===== config.mk =====
export PLATFORM = sky130hd
export DESIGN_NAME = cascade_pid_dual_integral_axis
export DESIGN_NICKNAME = d
export VERILOG_FILES = /design/src/hdl/cpid_pkg.sv /design/src/hdl/cpid_ctrl.sv /design/src/hdl/cpid_dp.sv /design/src/hdl/cascade_pid_dual_integral_axis.sv
export SDC_FILE = /design/constraint.sdc
export NUM_CORES = 2
export LEC_CHECK = 0
export ABC_AREA = 0
export BUFFER_PORTS_ARGS = -buffer_cell sky130_fd_sc_hd__buf_4
export CAP_MARGIN = 15
export CORE_ASPECT_RATIO = 1.1
export CORE_MARGIN = 8
export CORE_UTILIZATION = 58
export CTS_CLUSTER_SIZE = 24
export DETAILED_ROUTE_END_ITERATION = 10
export PLACE_DENSITY = 0.78
export RECOVER_POWER = 25
export SLEW_MARGIN = 0
export SYNTH_ARGS = -nofsm -noshare
export SYNTH_HDL_FRONTEND = slang
export SYNTH_HIERARCHICAL = 1
export SYNTH_SLANG_ARGS = --single-unit

===== constraint.sdc =====
create_clock -name clock -period 11.47 [get_ports clock]
set_input_delay 1.147 -clock clock [delete_from_list [all_inputs] [get_ports clock]]
set_output_delay 1.147 -clock clock [all_outputs]
set_load 0.02 [all_outputs]

===== src/hdl/cpid_pkg.sv =====
`timescale 1ns / 1ps
package cpid_pkg;

   localparam int unsigned AddrWidth = 5;

   localparam logic [AddrWidth-1:0] AddrOuterKp    = 5'd0;
   localparam logic [AddrWidth-1:0] AddrOuterKi    = 5'd4;
   localparam logic [AddrWidth-1:0] AddrInnerKp    = 5'd8;
   localparam logic [AddrWidth-1:0] AddrInnerKi    = 5'd12;
   localparam logic [AddrWidth-1:0] AddrInnerKd    = 5'd16;
   localparam logic [AddrWidth-1:0] AddrDriveLimit = 5'd20;

   localparam logic signed [24:0] OuterSep   = 25'sd25600;
   localparam logic signed [24:0] OuterClamp = 25'sd768000;
   localparam logic signed [25:0] InnerSep   = 26'sd102400;
   localparam logic signed [25:0] InnerClamp = 26'sd384000;

   // datapath operation selected by the controller
   typedef enum logic [3:0] {
      OP_NONE   = 4'd0,
      OP_ERR1   = 4'd1,  // e1, outer integral update
      OP_MUL_A  = 4'd2,  // acc = e1*outer_kp
      OP_MUL_B  = 4'd3,  // acc += oint*outer_ki
      OP_SP     = 4'd4,  // sp = acc/256 saturated, e2, inner integral
      OP_MUL_C  = 4'd5,  // acc = e2*inner_kp
      OP_MUL_D  = 4'd6,  // acc += iint*inner_ki
      OP_MUL_E  = 4'd7,  // num = (prev_rate-rate)*inner_kd
      OP_DIV_LD = 4'd8,  // load divider
      OP_DIV_ST = 4'd9,  // one restoring step
      OP_DIV_FX = 4'd10, // add signed quotient to acc
      OP_OUT    = 4'd11  // clamp, update history
   } op_type;

   typedef struct packed {
      op_type op;
   } cmd_type;

   typedef struct packed {
      logic dt_zero;
   } sts_type;

   typedef enum logic [10:0] {
      ST_IDLE = 11'b00000000001,
      ST_E1   = 11'b00000000010,
      ST_MA   = 11'b00000000100,
      ST_MB   = 11'b00000001000,
      ST_SP   = 11'b00000010000,
      ST_MC   = 11'b00000100000,
      ST_MD   = 11'b00001000000,
      ST_ME   = 11'b00010000000,
      ST_DIV  = 11'b00100000000,
      ST_FIX  = 11'b01000000000,
      ST_OUT  = 11'b10000000000
   } state_type;

endpackage


===== src/hdl/cpid_ctrl.sv =====
`timescale 1ns / 1ps
module cpid_ctrl (
   input  logic              clock,
   input  logic              reset,
   input  logic              start,
   input  logic              out_busy,
   input  cpid_pkg::sts_type sts,
   output cpid_pkg::cmd_type cmd,
   output logic              idle
);

   cpid_pkg::state_type state_ff, state_in;
   logic [5:0] cnt_ff, cnt_in;

   always_ff @(posedge clock) begin
      if (reset) begin
         state_ff <= cpid_pkg::ST_IDLE;
         cnt_ff   <= '0;
      end else begin
         state_ff <= state_in;
         cnt_ff   <= cnt_in;
      end
   end

   always_comb begin
      state_in = state_ff;
      cnt_in   = cnt_ff;
      cmd.op   = cpid_pkg::OP_NONE;
      idle     = 1'b0;
      unique case (state_ff)
         cpid_pkg::ST_IDLE: begin
            idle = 1'b1;
            if (start) state_in = cpid_pkg::ST_E1;
         end
         cpid_pkg::ST_E1: begin
            cmd.op = cpid_pkg::OP_ERR1; state_in = cpid_pkg::ST_MA;
         end
         cpid_pkg::ST_MA: begin
            cmd.op = cpid_pkg::OP_MUL_A; state_in = cpid_pkg::ST_MB;
         end
         cpid_pkg::ST_MB: begin
            cmd.op = cpid_pkg::OP_MUL_B; state_in = cpid_pkg::ST_SP;
         end
         cpid_pkg::ST_SP: begin
            cmd.op = cpid_pkg::OP_SP; state_in = cpid_pkg::ST_MC;
         end
         cpid_pkg::ST_MC: begin
            cmd.op = cpid_pkg::OP_MUL_C; state_in = cpid_pkg::ST_MD;
         end
         cpid_pkg::ST_MD: begin
            cmd.op = cpid_pkg::OP_MUL_D; state_in = cpid_pkg::ST_ME;
         end
         cpid_pkg::ST_ME: begin
            cmd.op = cpid_pkg::OP_MUL_E;
            if (sts.dt_zero) begin
               state_in = cpid_pkg::ST_OUT;
            end else begin
               state_in = cpid_pkg::ST_DIV;
               cnt_in   = '0;
            end
         end
         cpid_pkg::ST_DIV: begin
            if (cnt_ff == 6'd0) cmd.op = cpid_pkg::OP_DIV_LD;
            else                cmd.op = cpid_pkg::OP_DIV_ST;
            cnt_in = cnt_ff + 6'd1;
            if (cnt_ff == 6'd41) state_in = cpid_pkg::ST_FIX;
         end
         cpid_pkg::ST_FIX: begin
            cmd.op = cpid_pkg::OP_DIV_FX; state_in = cpid_pkg::ST_OUT;
         end
         cpid_pkg::ST_OUT: begin
            if (!out_busy) begin
               cmd.op   = cpid_pkg::OP_OUT;
               state_in = cpid_pkg::ST_IDLE;
            end
         end
         default: state_in = cpid_pkg::ST_IDLE;
      endcase
   end

endmodule


===== src/hdl/cpid_dp.sv =====
`timescale 1ns / 1ps
module cpid_dp (
   input  logic                clock,
   input  logic                reset,
   input  logic                load,
   input  logic signed [23:0]  measured_angle,
   input  logic signed [23:0]  target_angle,
   input  logic signed [23:0]  body_rate,
   input  logic [31:0]         tick_now,
   input  logic signed [15:0]  outer_kp,
   input  logic signed [15:0]  outer_ki,
   input  logic signed [15:0]  inner_kp,
   input  logic signed [15:0]  inner_ki,
   input  logic signed [15:0]  inner_kd,
   input  logic [14:0]         drive_limit,
   input  cpid_pkg::cmd_type   cmd,
   output cpid_pkg::sts_type   sts,
   output logic signed [15:0]  drive,
   output logic                clamped
);

   logic signed [23:0] meas_ff, targ_ff, rate_ff;
   logic [31:0] tick_ff;
   logic signed [23:0] oint_ff, oint_in, iint_ff, iint_in, prate_ff;
   logic [31:0] ptick_ff;
   logic signed [24:0] e1_ff;
   logic signed [25:0] e2_ff;
   logic signed [47:0] acc_ff;
   logic signed [24:0] mul_a;
   logic signed [15:0] mul_b;
   logic signed [40:0] prod;
   logic signed [40:0] num_ff;
   // divider: magnitude dividend 41 bits, 32-bit divisor
   logic [40:0] dq_ff;
   logic [32:0] rem_ff;
   logic        neg_ff;
   logic [31:0] dt;
   logic [33:0] trial;
   logic signed [15:0] drive_ff;
   logic               clamped_ff;

   logic signed [24:0] e1_c;
   logic signed [25:0] osum;
   logic signed [39:0] spq;
   logic signed [23:0] sp;
   logic signed [25:0] e2_c;
   logic signed [26:0] isum;
   logic signed [47:0] lim;
   logic signed [41:0] qs;

   assign dt          = tick_ff - ptick_ff;
   assign sts.dt_zero = (dt == 32'd0);
   assign drive       = drive_ff;
   assign clamped     = clamped_ff;

   always_comb begin
      unique case (cmd.op)
         cpid_pkg::OP_MUL_A: begin mul_a = e1_ff; mul_b = outer_kp; end
         cpid_pkg::OP_MUL_B: begin mul_a = 25'(oint_ff); mul_b = outer_ki; end
         cpid_pkg::OP_MUL_C: begin mul_a = 25'(e2_ff); mul_b = inner_kp; end
         cpid_pkg::OP_MUL_D: begin mul_a = 25'(iint_ff); mul_b = inner_ki; end
         cpid_pkg::OP_MUL_E: begin
            mul_a = 25'(prate_ff) - 25'(rate_ff); mul_b = inner_kd;
         end
         default: begin mul_a = '0; mul_b = '0; end
      endcase
      prod = 41'(mul_a) * 41'(mul_b);
   end

   always_comb begin
      e1_c = 25'(targ_ff) - 25'(meas_ff);
      if (e1_c > -cpid_pkg::OuterSep && e1_c < cpid_pkg::OuterSep)
         osum = 26'(oint_ff) + 26'(e1_c);
      else
         osum = '0;
      if (osum > 26'(cpid_pkg::OuterClamp))       oint_in = 24'(cpid_pkg::OuterClamp);
      else if (osum < -26'(cpid_pkg::OuterClamp)) oint_in = 24'(-cpid_pkg::OuterClamp);
      else                                        oint_in = 24'(osum);

      // truncate toward zero divide by 256
      spq = 40'((acc_ff[47] ? acc_ff + 48'sd255 : acc_ff) >>> 8);
      if (spq > 40'sd8388607)       sp = 24'sh7fffff;
      else if (spq < -40'sd8388608) sp = 24'sh800000;
      else                          sp = 24'(spq);
      e2_c = 26'(sp) - 26'(rate_ff);
      if (e2_c > -cpid_pkg::InnerSep && e2_c < cpid_pkg::InnerSep)
         isum = 27'(iint_ff) + 27'(e2_c);
      else
         isum = '0;
      if (isum > 27'(cpid_pkg::InnerClamp))       iint_in = 24'(cpid_pkg::InnerClamp);
      else if (isum < -27'(cpid_pkg::InnerClamp)) iint_in = 24'(-cpid_pkg::InnerClamp);
      else                                        iint_in = 24'(isum);

      trial = {rem_ff, dq_ff[40]} - {2'b00, dt};
      qs    = neg_ff ? -$signed({1'b0, dq_ff}) : $signed({1'b0, dq_ff});
      lim   = $signed({17'd0, drive_limit, 16'd0});
   end

   always_ff @(posedge clock) begin
      if (reset) begin
         oint_ff    <= '0;
         iint_ff    <= '0;
         prate_ff   <= '0;
         ptick_ff   <= '0;
         drive_ff   <= '0;
         clamped_ff <= 1'b0;
      end else begin
         if (load) begin
            meas_ff <= measured_angle;
            targ_ff <= target_angle;
            rate_ff <= body_rate;
            tick_ff <= tick_now;
         end
         unique case (cmd.op)
            cpid_pkg::OP_ERR1: begin e1_ff <= e1_c; oint_ff <= oint_in; end
            cpid_pkg::OP_MUL_A: acc_ff <= 48'(prod);
            cpid_pkg::OP_MUL_B: acc_ff <= acc_ff + 48'(prod);
            cpid_pkg::OP_SP: begin e2_ff <= e2_c; iint_ff <= iint_in; end
            cpid_pkg::OP_MUL_C: acc_ff <= 48'(prod);
            cpid_pkg::OP_MUL_D: acc_ff <= acc_ff + 48'(prod);
            cpid_pkg::OP_MUL_E: num_ff <= prod;
            cpid_pkg::OP_DIV_LD: begin
               neg_ff <= num_ff[40];
               dq_ff  <= num_ff[40] ? 41'(-num_ff) : 41'(num_ff);
               rem_ff <= '0;
            end
            cpid_pkg::OP_DIV_ST: begin
               if (!trial[33]) begin
                  rem_ff <= trial[32:0];
                  dq_ff  <= {dq_ff[39:0], 1'b1};
               end else begin
                  rem_ff <= {rem_ff[31:0], dq_ff[40]};
                  dq_ff  <= {dq_ff[39:0], 1'b0};
               end
            end
            cpid_pkg::OP_DIV_FX: acc_ff <= acc_ff + 48'(qs);
            cpid_pkg::OP_OUT: begin
               if (acc_ff > lim) begin
                  drive_ff <= $signed({1'b0, drive_limit}); clamped_ff <= 1'b1;
               end else if (acc_ff < -lim) begin
                  drive_ff <= -$signed({1'b0, drive_limit}); clamped_ff <= 1'b1;
               end else begin
                  drive_ff <= 16'((acc_ff[47] ? acc_ff + 48'sd65535 : acc_ff) >>> 16);
                  clamped_ff <= 1'b0;
               end
               prate_ff <= rate_ff;
               ptick_ff <= tick_ff;
            end
            default: ;
         endcase
      end
   end

endmodule


===== src/hdl/cascade_pid_dual_integral_axis.sv =====
`timescale 1ns / 1ps
// cascade pi(d) for one gimbal axis: an angle pi loop with integral separation and
// clamp feeds the rate setpoint of a rate pi loop with a d term on the rate change
// divided by the tick delta; drive is clamped to +-drive_limit. one item is in work
// at a time, set by the shared 16x25 multiplier (five products) and the 41-step
// restoring divider, which is skipped when the tick delta is zero. the result sits in
// an output register; the next item is taken once the controller returns to idle, which
// it does when it writes a result, and it waits until the previous result has been taken.
module cascade_pid_dual_integral_axis (
   input  logic                              clock,
   input  logic                              reset,
   input  logic                              req_valid,
   output logic                              req_stall,
   input  logic signed [23:0]                req_measured_angle,
   input  logic signed [23:0]                req_target_angle,
   input  logic signed [23:0]                req_body_rate,
   input  logic [31:0]                       req_tick_now,
   output logic                              rsp_valid,
   input  logic                              rsp_stall,
   output logic signed [15:0]                rsp_drive,
   output logic                              rsp_clamped,
   input  logic                              csr_psel,
   input  logic                              csr_penable,
   input  logic                              csr_pwrite,
   input  logic [cpid_pkg::AddrWidth-1:0]    csr_paddr,
   input  logic [31:0]                       csr_pwdata,
   output logic [31:0]                       csr_prdata,
   output logic                              csr_pready
);

   logic signed [15:0] outer_kp_ff, outer_ki_ff, inner_kp_ff, inner_ki_ff, inner_kd_ff;
   logic [14:0] drive_limit_ff;
   logic rsp_valid_ff;
   logic idle, start, wr;
   cpid_pkg::cmd_type cmd;
   cpid_pkg::sts_type sts;

   assign csr_pready = 1'b1;
   assign wr = csr_psel && csr_penable && csr_pwrite;

   // gain registers
   always_ff @(posedge clock) begin
      if (reset) begin
         outer_kp_ff    <= -16'sd3840;
         outer_ki_ff    <= -16'sd102;
         inner_kp_ff    <= -16'sd1664;
         inner_ki_ff    <= '0;
         inner_kd_ff    <= '0;
         drive_limit_ff <= 15'd3000;
      end else if (wr) begin
         unique case (csr_paddr)
            cpid_pkg::AddrOuterKp:    outer_kp_ff    <= csr_pwdata[15:0];
            cpid_pkg::AddrOuterKi:    outer_ki_ff    <= csr_pwdata[15:0];
            cpid_pkg::AddrInnerKp:    inner_kp_ff    <= csr_pwdata[15:0];
            cpid_pkg::AddrInnerKi:    inner_ki_ff    <= csr_pwdata[15:0];
            cpid_pkg::AddrInnerKd:    inner_kd_ff    <= csr_pwdata[15:0];
            cpid_pkg::AddrDriveLimit: drive_limit_ff <= csr_pwdata[14:0];
            default: ;
         endcase
      end
   end

   // register read back
   always_comb begin
      unique case (csr_paddr)
         cpid_pkg::AddrOuterKp:    csr_prdata = 32'(outer_kp_ff);
         cpid_pkg::AddrOuterKi:    csr_prdata = 32'(outer_ki_ff);
         cpid_pkg::AddrInnerKp:    csr_prdata = 32'(inner_kp_ff);
         cpid_pkg::AddrInnerKi:    csr_prdata = 32'(inner_ki_ff);
         cpid_pkg::AddrInnerKd:    csr_prdata = 32'(inner_kd_ff);
         cpid_pkg::AddrDriveLimit: csr_prdata = {17'd0, drive_limit_ff};
         default:                  csr_prdata = '0;
      endcase
   end

   // item accepted only while the controller is idle and out of reset
   assign req_stall = reset || !idle;
   assign start     = req_valid && !req_stall;

   // result handshake: valid set when the datapath writes the output register
   always_ff @(posedge clock) begin
      if (reset) rsp_valid_ff <= 1'b0;
      else if (cmd.op == cpid_pkg::OP_OUT) rsp_valid_ff <= 1'b1;
      else if (!rsp_stall) rsp_valid_ff <= 1'b0;
   end
   assign rsp_valid = rsp_valid_ff;

   cpid_ctrl u_ctrl (
      .clock    (clock),
      .reset    (reset),
      .start    (start),
      .out_busy (rsp_valid_ff && rsp_stall),
      .sts      (sts),
      .cmd      (cmd),
      .idle     (idle)
   );

   cpid_dp u_dp (
      .clock          (clock),
      .reset          (reset),
      .load           (start),
      .measured_angle (req_measured_angle),
      .target_angle   (req_target_angle),
      .body_rate      (req_body_rate),
      .tick_now       (req_tick_now),
      .outer_kp       (outer_kp_ff),
      .outer_ki       (outer_ki_ff),
      .inner_kp       (inner_kp_ff),
      .inner_ki       (inner_ki_ff),
      .inner_kd       (inner_kd_ff),
      .drive_limit    (drive_limit_ff),
      .cmd            (cmd),
      .sts            (sts),
      .drive          (rsp_drive),
      .clamped        (rsp_clamped)
   );

endmodule

# Word level (Yosys, flattened, before mapping)
# Cells that the tools add are included.
# Widths: inputs -> output; s select.
[op_classes] eq_ne=33 add_sub_neg=16 mux=37 bitwise_logic=1 n_reduce_logical=32 order_cmp=12 multipliers=1
[op_table] cell="$pmux 32 s6" count=1
[op_table] cell="$mux 24" count=6
[op_table] cell="$pmux 48 s3" count=1
[op_table] cell="$pmux 25 s5" count=1
[op_table] cell="$pmux 11 s11" count=1
[op_table] cell="$pmux 41 s2" count=1
[op_table] cell="$pmux 16 s5" count=1
[op_table] cell="$sub 24x24->25" count=3
[op_table] cell="$pmux 33 s2" count=1
[op_table] cell="$add 24x25->26" count=2
[op_table] cell="$add 48x41->48" count=1
[op_table] cell="$add 48x42->48" count=1
[op_table] cell="$add 48x9->48 const B" count=1
[op_table] cell="$gt 48x32->1" count=1
[op_table] cell="$lt 48x48->1" count=1
[op_table] cell="$mux 48" count=1
[op_table] cell="$neg 31->48" count=1
[op_table] cell="$mux 11" count=4
[op_table] cell="$mux 42" count=1
[op_table] cell="$neg 41->42" count=1
[op_table] cell="$mul 25x16->41" count=1
[op_table] cell="$mux 41" count=1
[op_table] cell="$neg 41->41" count=1
[op_table] cell="$gt 40x24->1 const B" count=1
[op_table] cell="57 further kinds" count=97
[totals] inputBits=148 register_bits=552 elab_cells=158 output_inout_bits=52

# Depth between registers and ports, before layout
[depth] depth_word=12 ltp_mapped=54 mapped_depth_nobuf=52

# Hierarchy
# Netlist, hierarchy kept.
[by_module_without_submodules] module="cpid_dp" area_each_um2=47737.0 instances=1 cells_each=5431
[by_module_without_submodules] module="cascade_pid_dual_integral_axis" area_each_um2=4690.7 instances=1 cells_each=470
[by_module_without_submodules] module="cpid_ctrl" area_each_um2=1047.3 instances=1 cells_each=129

# Worst setup path before layout
# No wires, ideal clock.
[synth_timing] path_type="input-to-reg" startpoint="in rsp_stall" endpoint="reg u_dp.acc_ff[47] (data pin)" setup_time_ns=0.265 required_ns=11.205 path_slack_ns=-0.220 arrival_ns=11.425 n_path_buf=4 stages=48 cell_sequence="nand2_1 inv_1 nor2_1 mux2i_1 o31a_1 o211ai_1 nand2_1 nor3_1 clkbuf_1 buf_1 a22oi_1 nand2_1 clkbuf_1 clkbuf_1 nand2_1 fa_1 inv_1 fa_1 (+12 left out) nor2_1 o21bai_1 a21oi_1 xor2_1 o21ai_0 ha_1 and3_1 a221oi_1 o21ba_2 nand3_1 a311o_1 nand2_1 o221ai_1 o31ai_1 o21ai_0 a211oi_1 xnor2_1 o21ai_1"
[synth_rtl] element="start, declared" line="cascade_pid_dual_integral_axis.sv:19" source="input logic rsp_stall,"
[synth_rtl] element="end signal, assigned" line="cpid_dp.sv:116" source="cpid_pkg::OP_MUL_A: acc_ff <= 48'(prod);"
[synth_rtl] element="end signal, assigned" line="cpid_dp.sv:117" source="cpid_pkg::OP_MUL_B: acc_ff <= acc_ff + 48'(prod);"
[synth_rtl] element="end signal, assigned" line="cpid_dp.sv:119" source="cpid_pkg::OP_MUL_C: acc_ff <= 48'(prod);"
[synth_rtl] element="end, declared" line="cpid_dp.sv:28" source="logic signed [47:0] acc_ff;"

==> key figures <==
Outcome
  – Status: finished, violations left
  – Failing checks: max-capacitance violations, max-slew violations

Timing
  – Final worst slack: 0.153 ns
  – Pin slew with the least headroom to its limit: 2.29 ns
  – FMAX: between 0.08 and 0.09 GHz
  – Fin Setup TNS: 0 ns
  – Period minus WS final: ~11 ns
  – Hold WS: 0.455 ns
  – Setup violators final: 0
  – RSZ-0062 raised after global routing: yes
  – Fin. Hold Viols: 0
  – Slew HR: -52.7%
  – Max-slew violations: 75
  – Fin crit share: 98.7%
  – Skew final: 0.0303 ns

Power and ir drop
  – Clock power frac: 42.0%
  – Power, Total: 5.20 mW
  – Reg power frac: 41.7%
  – Internal power: roughly 3.8 mW
  – Combinational power share: 16.3%
  – Leakage power: 28.2 nW
  – Switching Fraction: about 28%
  – Worst vdd ir: 0.131 mV
  – Power density over the cells: 82.0 nW/um2
  – Sw Pwr: 1.43 mW

Critical path
  – CP max stage cell: fa_1
  – Worst Reg-to-Reg Cells: 51
  – Setup crit start kind: flop
  – Largest fanout on the critical path: 5
  – Critical path endpoint category: flop
  – Crit path arrival time: 11.69 ns
  – R2R setup slack: 0.15 ns
  – Critical path required time: 11.84 ns
  – Critical path's most frequent cell: buf_4
  – Setup CP Type: reg -> reg
  – Worst r2r dst: u_dp/acc_ff[47]
  – Max incr delay on CP: 0.57 ns
  – FF-to-FF Start: u_ctrl/state_ff[7]

Die
  – Initial Utilization: 58.2%
  – Die Area: between 100000 and 150000 um2
  – Die height: 334 um
  – # rows: ~120
  – Die Width: 306 um
  – CORE AREA: 91900 um2
  – Ports: 200

Synth
  – Yosys warnings: 6
  – Cell variety after synth: roughly 110
  – Mapped Cells: ~6000
  – Synth area leaders: edfxtp_1 18%, fa_1 15%, ha_1 9.0%
  – Main flop type after synthesis: edfxtp_1
  – Post-synthesis instance area: 53500 um2
  – Syn avg cell area: 8.87 um2
  – Register area share after synthesis: 26.6%
  – Synth Register Bits: about 550
  – Post-synth ARST share: 0%
  – Synth top area share: between 10% and 20%
  – Post-synth EDFFs: 318
  – Top cells by instance count after synthesis: 660 x inv_1, 632 x nand2_1, 568 x nor2_1
  – Most common cell in the netlist: inv_1
  – Net count after synthesis: 6960
  – Post-synth top area cell: edfxtp_1

Placed design
  – Setup WS pre-CTS: -0.898 ns
  – GPL Wtd Cong: roughly 1
  – Port buffer count: 182
  – DP HPWL: 129 mm

Global route
  – Number of global-route vias before repair: 47376
  – Pin count of the biggest net entering global routing: 187
  – First-pass GRT wire length: 256 mm
  – Antenna violations before repair: 7
  – Remaining Overflow, GRT: 0
  – Tot GR Track Use: around 31%

Routing
  – Detailed-route wire length: 166 mm
  – Post-route DRC: 0
  – Pre-antenna DRT Iters: 6
  – Routed len/inst: between 20 and 25 um
  – DR vias: 47648
  – Vias per cell: slightly above 6
  – DRT iter0 DRCs: 3970
  – DRT antenna net count: 0

Cells and area
  – Nets@finish: 7554
  – Fillers: 7132
  – Multi-input gate area: 36900 um2
  – Register area: around 14000 um2
  – Layout cell share with drive strength beyond 1: 17.1%
  – Area grow syn2layout: 18.5%

Hold path
  – Hold WC Path Type: reg -> reg
  – Worst hold start: u_dp/ptick_ff[17]
  – Hold depth: 2
  – Worst Hold Path EP: u_dp/ptick_ff[17]

CTS
  – Number of CTS-inserted buffers: 66
  – Clk buf depth: 3
  – TritonCTS clock tree: done
  – CTS H-tree lvls: 3
  – Clk Latency, worst-skew pair: about 0.65 ns
  – Hold-fix buffer count after cts: 0
  – Root buf cell: clkbuf_16
  – Clock transition at path regs: 0.06 ns
  – Clk sinks: ~550

Run
  – Max-cap viol count: 2
-- final cells by class --
| cell class | instances | share of cell area, % |
|---|---|---|
| Sequential cell | 552 | 22.5 |
| Inverter | 661 | 3.92 |
| Timing Repair Buffer | 764 | 9.49 |
| Clock inverter | 37 | 0.677 |
| Antenna cell | 8 | 0.0316 |
| Multi-Input combinational cell | 4579 | 58.2 |
| Clock buffer | 81 | 2.83 |
| Tap cell | 1190 | 2.35 |
-- power groups by stage --
| stage | Sequential [mW] | Clock, mW | Combinational (mW) |
|---|---|---|---|
| detailed placement | 2.21 | 0 | 0.819 |
| global route | 2.17 | 2.29 | 0.926 |
| global placement | 2.20 | 0 | 0.801 |
| floorplan | 2.20 | 0 | 0.581 |
| CTS | 2.16 | 2.22 | 0.827 |
| finish | 2.17 | 2.18 | 0.848 |
-- worst max-delay path by stage --
| stage | slack (ns) | cells past startpoint | from | end |
|---|---|---|---|---|
| floorplan | 0.02 | 48 | rsp_stall | u_dp/acc_ff[47] |
| global placement | -0.85 | 50 | rsp_stall | u_dp/acc_ff[47] |
| detailed placement | -0.90 | 50 | rsp_stall | u_dp/acc_ff[45] |
| CTS | -0.07 | 47 | u_ctrl/state_ff[0] | u_dp/acc_ff[47] |
| global route | -0.29 | 51 | u_ctrl/state_ff[7] | u_dp/acc_ff[41] |
| finish | 0.15 | 51 | u_ctrl/state_ff[7] | u_dp/acc_ff[47] |
-- layer usage --
layer / vias to the layer above / global-route usage [%] / part of all wire [%]
met5: - / 0 / 0
met1: 23114 / 38.9 / 39
met3: 440 / 4.74 / 7.9
met2: 1980 / 52.7 / 47
li1: 22114 / - / -
met4: 0 / 15.8 / 5.8
-- kinds of logic (layout without fill, tap and decap cells) --
logic type                 after synthesis  after routing  share of synthesized area (%)
DFF                                    552            552                           26.6
buffers and inverters                  899           1543                           6.61
adders and majority gates              782            782                           23.9
AOI/OAI and AO/OA                     1317           1317                           16.4
muxes                                  177            177                           3.34
other                                    1              9                        0.00701
and+or+nand+nor                       1934           1934                           17.2
xor gates and xnor gates               368            368                           6.04
-- worst max-delay path, delay by kind of cell (launching register included) --
family	cells	cell delay (ns)
AO/OA/AOI/OAI	17	3.07
XOR/XNOR	2	0.29
multiplexers	1	0.29
AND/OR/NAND/NOR	10	1.82
flip-flops	1	0.32
adder cells (fa/ha/maj)	8	3.63
buffers and inverters	13	1.61
-- sequential cells by signal, indices dropped and copies added (netlist names), 24 cells and up --
signal         count
u_dp/e2_ff        25
u_dp/rate_ff      24
u_dp/acc_ff       48
u_dp/dq_ff        41
u_dp/ptick_ff     32
u_dp/meas_ff      24
u_dp/tick_ff      32
u_dp/targ_ff      24
u_dp/num_ff       41
u_dp/e1_ff        25
u_dp/prate_ff     24
u_dp/oint_ff      24
u_dp/iint_ff      24
u_dp/rem_ff       33
-- cells in the final DEF, fill, tap and decap left out, types with 233 or more instances in the layout --
cell type	instances
nor2_1	545
ha_1	366
nand2_1	621
edfxtp_1	318
o21ai_0	260
inv_1	646
a21oi_1	290
fa_1	384
dfxtp_1	233
buf_4	587
-- per-stage QoR --
step | util (%) | std cells | instance area [um2]
after floorplan | - | 6030 | 53500
after global placement | 64.7 | 7669 | 59400
after detailed placement | 64.7 | 7669 | 59400
after CTS | 67.3 | 7798 | 61900
after global routing | 68.9 | 7869 | 63400
final | 68.9 | 7872 | 63400
-- what timing repair did --
| item | CTS | global route |
|---|---|---|
| hold endpoints to repair | 0 | 0 |
| gates cloned | 1 | 0 |
| pin swaps | 12 | 178 |
| buffers inserted | 10 | 67 |
| resized for setup | 43 | 247 |
| endpoints found under the setup margin | 13 | 17 |
(Power assumes the default switching activity.)
